**config.mk**
```make
export PLATFORM = sky130hd
export DESIGN_NAME = estm_cordic
export DESIGN_NICKNAME = d
export VERILOG_FILES = /design/src/rtl/estm_pkg.sv /design/src/rtl/estm_cordic.sv
export SDC_FILE = /design/constraint.sdc
export NUM_CORES = 1
export LEC_CHECK = 0
export ABC_AREA = 1
export BUFFER_PORTS_ARGS = -buffer_cell sky130_fd_sc_hd__buf_4
export CELL_PAD_IN_SITES_DETAIL_PLACEMENT = 0
export CELL_PAD_IN_SITES_GLOBAL_PLACEMENT = 1
export CORE_MARGIN = 2
export CORE_UTILIZATION = 37
export CTS_CLUSTER_DIAMETER = 200
export DETAILED_ROUTE_END_ITERATION = 7
export PLACE_DENSITY_LB_ADDON = 0.1
export SYNTH_ARGS = -nofsm -noshare
export SYNTH_HDL_FRONTEND = slang
export SYNTH_SLANG_ARGS = --single-unit
```
**constraint.sdc**
```tcl
create_clock -name clk -period 2.1 [get_ports clk]
set_input_delay 0.42 -clock clk [delete_from_list [all_inputs] [get_ports clk]]
set_output_delay 0.42 -clock clk [all_outputs]
set_load 0.01 [all_outputs]
```
**src/rtl/estm_pkg.sv**
```systemverilog
// Package for the Euler z-x-z model matrix core: payload structs, CORDIC table.
// No dependencies.
package estm_pkg;

  localparam int CORDIC_STEPS = 24;
  localparam logic signed [33:0] CORDIC_GAIN_INV = 34'sd652032874;

  typedef enum logic [1:0] {
    MODE_OWN    = 2'd0,
    MODE_PARENT = 2'd1,
    MODE_STORE  = 2'd2,
    MODE_NONE   = 2'd3
  } mode_t;

  typedef struct packed {
    logic [1:0]         mode;
    logic [15:0]        angle_phi;
    logic [15:0]        angle_theta;
    logic [15:0]        angle_psi;
    logic signed [23:0] scale_x;
    logic signed [23:0] scale_y;
    logic signed [23:0] scale_z;
    logic signed [23:0] offset_x;
    logic signed [23:0] offset_y;
    logic signed [23:0] offset_z;
  } in_item_t;

  typedef struct packed {
    logic [1:0]         row_index;
    logic signed [31:0] col_0;
    logic signed [31:0] col_1;
    logic signed [31:0] col_2;
    logic signed [31:0] col_3;
    logic               last_row;
  } out_item_t;

  // atan(2^-i) in 2^32-per-turn units
  function automatic logic signed [33:0] atan_lut(input logic [4:0] i);
    logic signed [33:0] v;
    begin
      case (i)
        5'd0:  v = 34'sd536870912;  5'd1:  v = 34'sd316933406;
        5'd2:  v = 34'sd167458907;  5'd3:  v = 34'sd85004756;
        5'd4:  v = 34'sd42667331;   5'd5:  v = 34'sd21354465;
        5'd6:  v = 34'sd10679838;   5'd7:  v = 34'sd5340245;
        5'd8:  v = 34'sd2670163;    5'd9:  v = 34'sd1335087;
        5'd10: v = 34'sd667544;     5'd11: v = 34'sd333772;
        5'd12: v = 34'sd166886;     5'd13: v = 34'sd83443;
        5'd14: v = 34'sd41722;      5'd15: v = 34'sd20861;
        5'd16: v = 34'sd10430;      5'd17: v = 34'sd5215;
        5'd18: v = 34'sd2608;       5'd19: v = 34'sd1304;
        5'd20: v = 34'sd652;        5'd21: v = 34'sd326;
        5'd22: v = 34'sd163;        5'd23: v = 34'sd81;
        default: v = '0;
      endcase
      return v;
    end
  endfunction

  // Q30 product with rounding, inputs within +-2^31
  function automatic logic signed [33:0] mul_q30(input logic signed [33:0] a,
                                                 input logic signed [33:0] b);
    logic signed [67:0] p;
    begin
      p = a * b + 68'sd536870912;
      return 34'(p >>> 30);
    end
  endfunction

endpackage

```
**src/rtl/estm_cordic.sv**
```systemverilog
// Pipelined rotation-mode CORDIC: three angles side by side, fixed step per stage.
// Depends on estm_pkg.
module estm_cordic
  import estm_pkg::*;
#(
  parameter int STEP = 0
) (
  input  logic                clk,
  input  logic                en,
  input  logic signed [33:0]  x_i [3],
  input  logic signed [33:0]  y_i [3],
  input  logic signed [33:0]  z_i [3],
  output logic signed [33:0]  x_o [3],
  output logic signed [33:0]  y_o [3],
  output logic signed [33:0]  z_o [3]
);

  logic signed [33:0] x_nxt [3];
  logic signed [33:0] y_nxt [3];
  logic signed [33:0] z_nxt [3];
  logic signed [33:0] x_r [3];
  logic signed [33:0] y_r [3];
  logic signed [33:0] z_r [3];

  always_comb begin
    for (int k = 0; k < 3; k++) begin
      if (!z_i[k][33]) begin
        x_nxt[k] = x_i[k] - (y_i[k] >>> STEP);
        y_nxt[k] = y_i[k] + (x_i[k] >>> STEP);
        z_nxt[k] = z_i[k] - atan_lut(5'(STEP));
      end else begin
        x_nxt[k] = x_i[k] + (y_i[k] >>> STEP);
        y_nxt[k] = y_i[k] - (x_i[k] >>> STEP);
        z_nxt[k] = z_i[k] + atan_lut(5'(STEP));
      end
    end
  end

  always_ff @(posedge clk) begin
    if (en) begin
      x_r <= x_nxt;
      y_r <= y_nxt;
      z_r <= z_nxt;
    end
  end

  assign x_o = x_r;
  assign y_o = y_r;
  assign z_o = z_r;

endmodule

```
# Word-level counts from Yosys, hierarchy flattened
# Index checks and enable logic that the tools add are counted.
# word_totals
register_bits,306
in_bits,308
out_inout_bits,306
wordCells,33
# op_classes
n_addsub,15
n_mux,9
# ops
op,n
2-to-1 mux 34 bit,9
subtractor 34 bit,6
"adder 34 x 31 -> 34 bit, second input constant",3
adder 34 bit,3
"subtractor 34 x 31 -> 34 bit, second input constant",3

# Longest topological paths before layout
# logic_depth
depth_word,2
ltp_mapped,18
mapped_depth_nobuf,17

# Worst setup path after synthesis
# No wires, ideal clock.
# synth_path
path_kind,input port to flip-flop
from,input port x_i[0] (netlist name)
to,"register y_r, in the netlist y_o[30] (data pin)"
setup_ns,0.253
arrival_ns,1.972
t_required_ns,1.847
setup_slack_ns,-0.125
cell_stages,14
n_path_buf,0
cell_sequence,ha_1 fa_1 nand2_1 nor2_1 nor2_2 inv_2 nand2_1 nand2_1 nand2_1 nand2_1 nand2_1 nand3_1 nand3_1 nand2_1
# synth_rtl
element,line,text
"start, declared",estm_cordic.sv:10,"input logic signed [33:0] x_i [3],"
"end signal, assigned",estm_cordic.sv:42,y_r <= y_nxt;
"end, declared",estm_cordic.sv:22,logic signed [33:0] y_r [3];

==> flow_summary.json <==
{
  "final_hold_viol_count": 0,
  "initial_core_util_pct": 37.4,
  "num_io_pins": 614,
  "worst-setup-path-type": "input pin to flop",
  "peakVddDrop_mv": 0.591,
  "p_leak_uw": 0.0240,
  "hold_path_class": "input pin to flop",
  "yosysSeqAreaShare_pct": 29.1,
  "crit_path_max_fanout": 4,
  "clockBufferDepth": 3,
  "clkSlewWorstSetupHoldPaths_ns": 0.06,
  "synth.top_cell.area_share_pct": 29.1,
  "syn_area_um2": 31200,
  "synth_edf_count": 303,
  "final_max_slew_viol_count": 0,
  "grt_overflow": 0,
  "cts_tree": "yes",
  "fin_crit_sh_pct": 96.6,
  "syn_to_final_growth_pct": 49.9,
  "whs_endpoint": "z_o[63]",
  "vias_per_cell": 4.96,
  "cp-end-kind": "flop",
  "max-slew-margin-rel_pct": 56.3,
  "antenna_found_initial": 7,
  "syn_inst": 4561,
  "fp.dieH_um": 295,
  "drt-wirelength-per-cell_um": 19.0,
  "final_cell_count_no_fill": 7332,
  "synth-main-ff-cell": "edfxtp_1",
  "root_buffer": "clkbuf_16",
  "setup_viol": 0,
  "synth_warnings": 0,
  "cts_sinks": 303,
  "nNetsFinal": 6846,
  "fmax_ghz": 0.493,
  "synth_seq_cells": 303,
  "h-tree-depth": 2,
  "drc": 0,
  "gp_congestion": 0.973,
  "syn_area_per_cell_um2": 6.85,
  "synthArstFlopShare_pct": 0,
  "totalWireLength_um": 139000,
  "arrival_ns": 2.50,
  "ys_top_cells_by_area": "edfxtp_1 29%, nand2_1 14%, ha_1 12%, inv_1 7.5%, nand3_1 7.0%",
  "grt_max_degree": 67,
  "drtIter0Drc": 2310,
  "die-width_um": 295,
  "vias": 36400,
  "place_hpwl_um": 118000,
  "power_density_nw_per_um2": 574,
  "start_kind": "input pin",
  "status": "finished, final reports clean",
  "period_needed_ns": 2.03,
  "cp.required_ns": 2.57,
  "hold_path.startpoint": "z_i[63]",
  "cts_setup_buffers": 0,
  "grt_pass1_wl_um": 206000,
  "grt_usage_pct": 31.1,
  "coreArea_um2": 83600,
  "rows": 106,
  "placed_cells": 7169,
  "drtPass1Iterations": 6,
  "worstMarginPinSlew_ns": 0.656,
  "ant_nets": 0,
  "synthesis.nets": 5190,
  "tns_ns": 0,
  "die_area_um2": 86700,
  "final_layout_size_suffix_gt1_share_pct": 30.9,
  "cts_buffers": 39,
  "portBuffers": 613,
  "ys_types": 50,
  "rsz0062_at_grt": "true",
  "worstHoldPathCells": 2,
  "grt_pass1_vias": 35400,
  "synth_top_cell_by_area": "edfxtp_1",
  "cap_violations": 0
}
worst max path at each step:
stage | to | start | cells past startpoint | slack [ns]
after CTS | y_o[66] | x_i[39] | 13 | 0.03
after floorplan | y_o[100] | y_i[68] | 13 | 0.003
final | x_o[16] | x_i[0] | 12 | 0.07
after global routing | x_o[48] | x_i[39] | 12 | -0.03
after detailed placement | y_o[66] | x_i[39] | 13 | -0.61
after global placement | x_o[66] | x_i[39] | 13 | -0.59
Yosys cell counts, types with 4 or more instances:
cell type / count
buf_4: 66
a21oi_1: 389
ha_1: 309
a31oi_1: 6
or2_2: 12
mux2i_1: 5
buf_6: 4
o21ai_0: 249
o31ai_1: 11
nand3_2: 7
nor3_2: 8
edfxtp_1: 303
a21o_1: 29
o21ai_2: 9
a21oi_2: 8
fa_1: 12
nor2_2: 26
o22ai_1: 22
buf_1: 8
nor4_1: 9
clkbuf_1: 25
nand4_1: 30
o21bai_1: 35
nand2_1: 1199
nor2_4: 4
buf_2: 31
inv_1: 625
nor4_2: 4
and2_1: 8
nand3_1: 437
nor3_1: 38
xor2_1: 75
nand2_2: 30
o211ai_1: 18
o21a_1: 11
o21ai_1: 40
or2_1: 7
inv_2: 20
nor2_1: 416
metrics by stage:
stage	hold WS [ns]	total power (uW)	cell area [um2]	util [%]	setup WS, ns
CTS	0.0408	26900	46600	55.7	0.0294
global route	0.0558	28400	46800	56.0	-0.0256
global placement	0.598	19600	44400	53.1	-0.587
detailed placement	0.599	19700	44400	53.1	-0.612
floorplan	0.519	13300	31300	-	0.00305
finish	0.0798	26900	46800	56.0	0.0711
flip-flops by register name, indices dropped and copies added, names as in the netlist:
name,count
z_o,102
y_o,101
x_o,100
critical path, stage by stage:
cell and delay, ns:
buf_4 0.11, inv_1 0.04, ha_1 0.22, fa_2 0.41, o21ai_2 0.24, nand2_1 0.10
nand2_1 0.11, nand2_1 0.10, nand2_1 0.17, nor2_1 0.06, o31ai_1 0.31, buf_4 0.20
per-layer routing:
metal	GRT usage [%]	wire length [um]	vias up
met4	9.21	4090	2
li1	-	-	18300
met1	40.9	61800	16900
met3	4.00	7580	188
met2	52.9	65700	1016
met5	0	14	-
placed cells by master (no fill, tap or decap), drive strengths merged, types with 16 or more instances in the layout:
| cell | netlist | routed |
|---|---|---|
| buf | 109 | 1662 |
| nand2 | 1230 | 1230 |
| inv | 646 | 650 |
| nor2 | 446 | 446 |
| nand3 | 444 | 444 |
| a21oi | 397 | 397 |
| ha | 309 | 309 |
| edfxtp | 303 | 303 |
| o21ai | 298 | 298 |
| dlygate4sd3 | 0 | 87 |
| xor2 | 75 | 75 |
| clkbuf | 25 | 48 |
| nor3 | 46 | 46 |
| o21bai | 35 | 35 |
| nand4 | 30 | 30 |
| a21o | 29 | 29 |
| o22ai | 22 | 22 |
| o211ai | 20 | 20 |
| or2 | 20 | 20 |
| clkinv | 3 | 16 |
power by group:
group | total (uW) | internal, uW | switching (uW)
registers | 7990 | 7640 | 349
logic | 12000 | 5390 | 6590
clock network | 6900 | 3970 | 2930
kinds of logic after synthesis:
| group | Yosys count | synth area share (%) |
|---|---|---|
| simple gates | 2240 | 30.4 |
| compound gates | 832 | 14.6 |
| buf+inv | 783 | 10.4 |
| fa+ha+maj | 321 | 13.2 |
| flops | 303 | 29.1 |
| xor+xnor | 77 | 2.16 |
| mux | 5 | 0.160 |
repair_timing:
item | 4_1_cts | 5_1_grt
setup endpoints to repair | 0 | 109
resized for setup | 0 | 81
endpoints found under the hold margin | 87 | 0
hold buffers | 87 | 0
layout make-up:
cell class	instances	area [um2]
fillers	8379	36800
clock buffers	48	1010
well taps	1080	1350
clock inverters	23	280
repair buffers	1749	13500
flip-flops and latches	303	9100
diodes	5	12.5
multi-input cells	3475	19100
inverters	649	2440
Note: power is estimated with default switching activity, not from simulation.
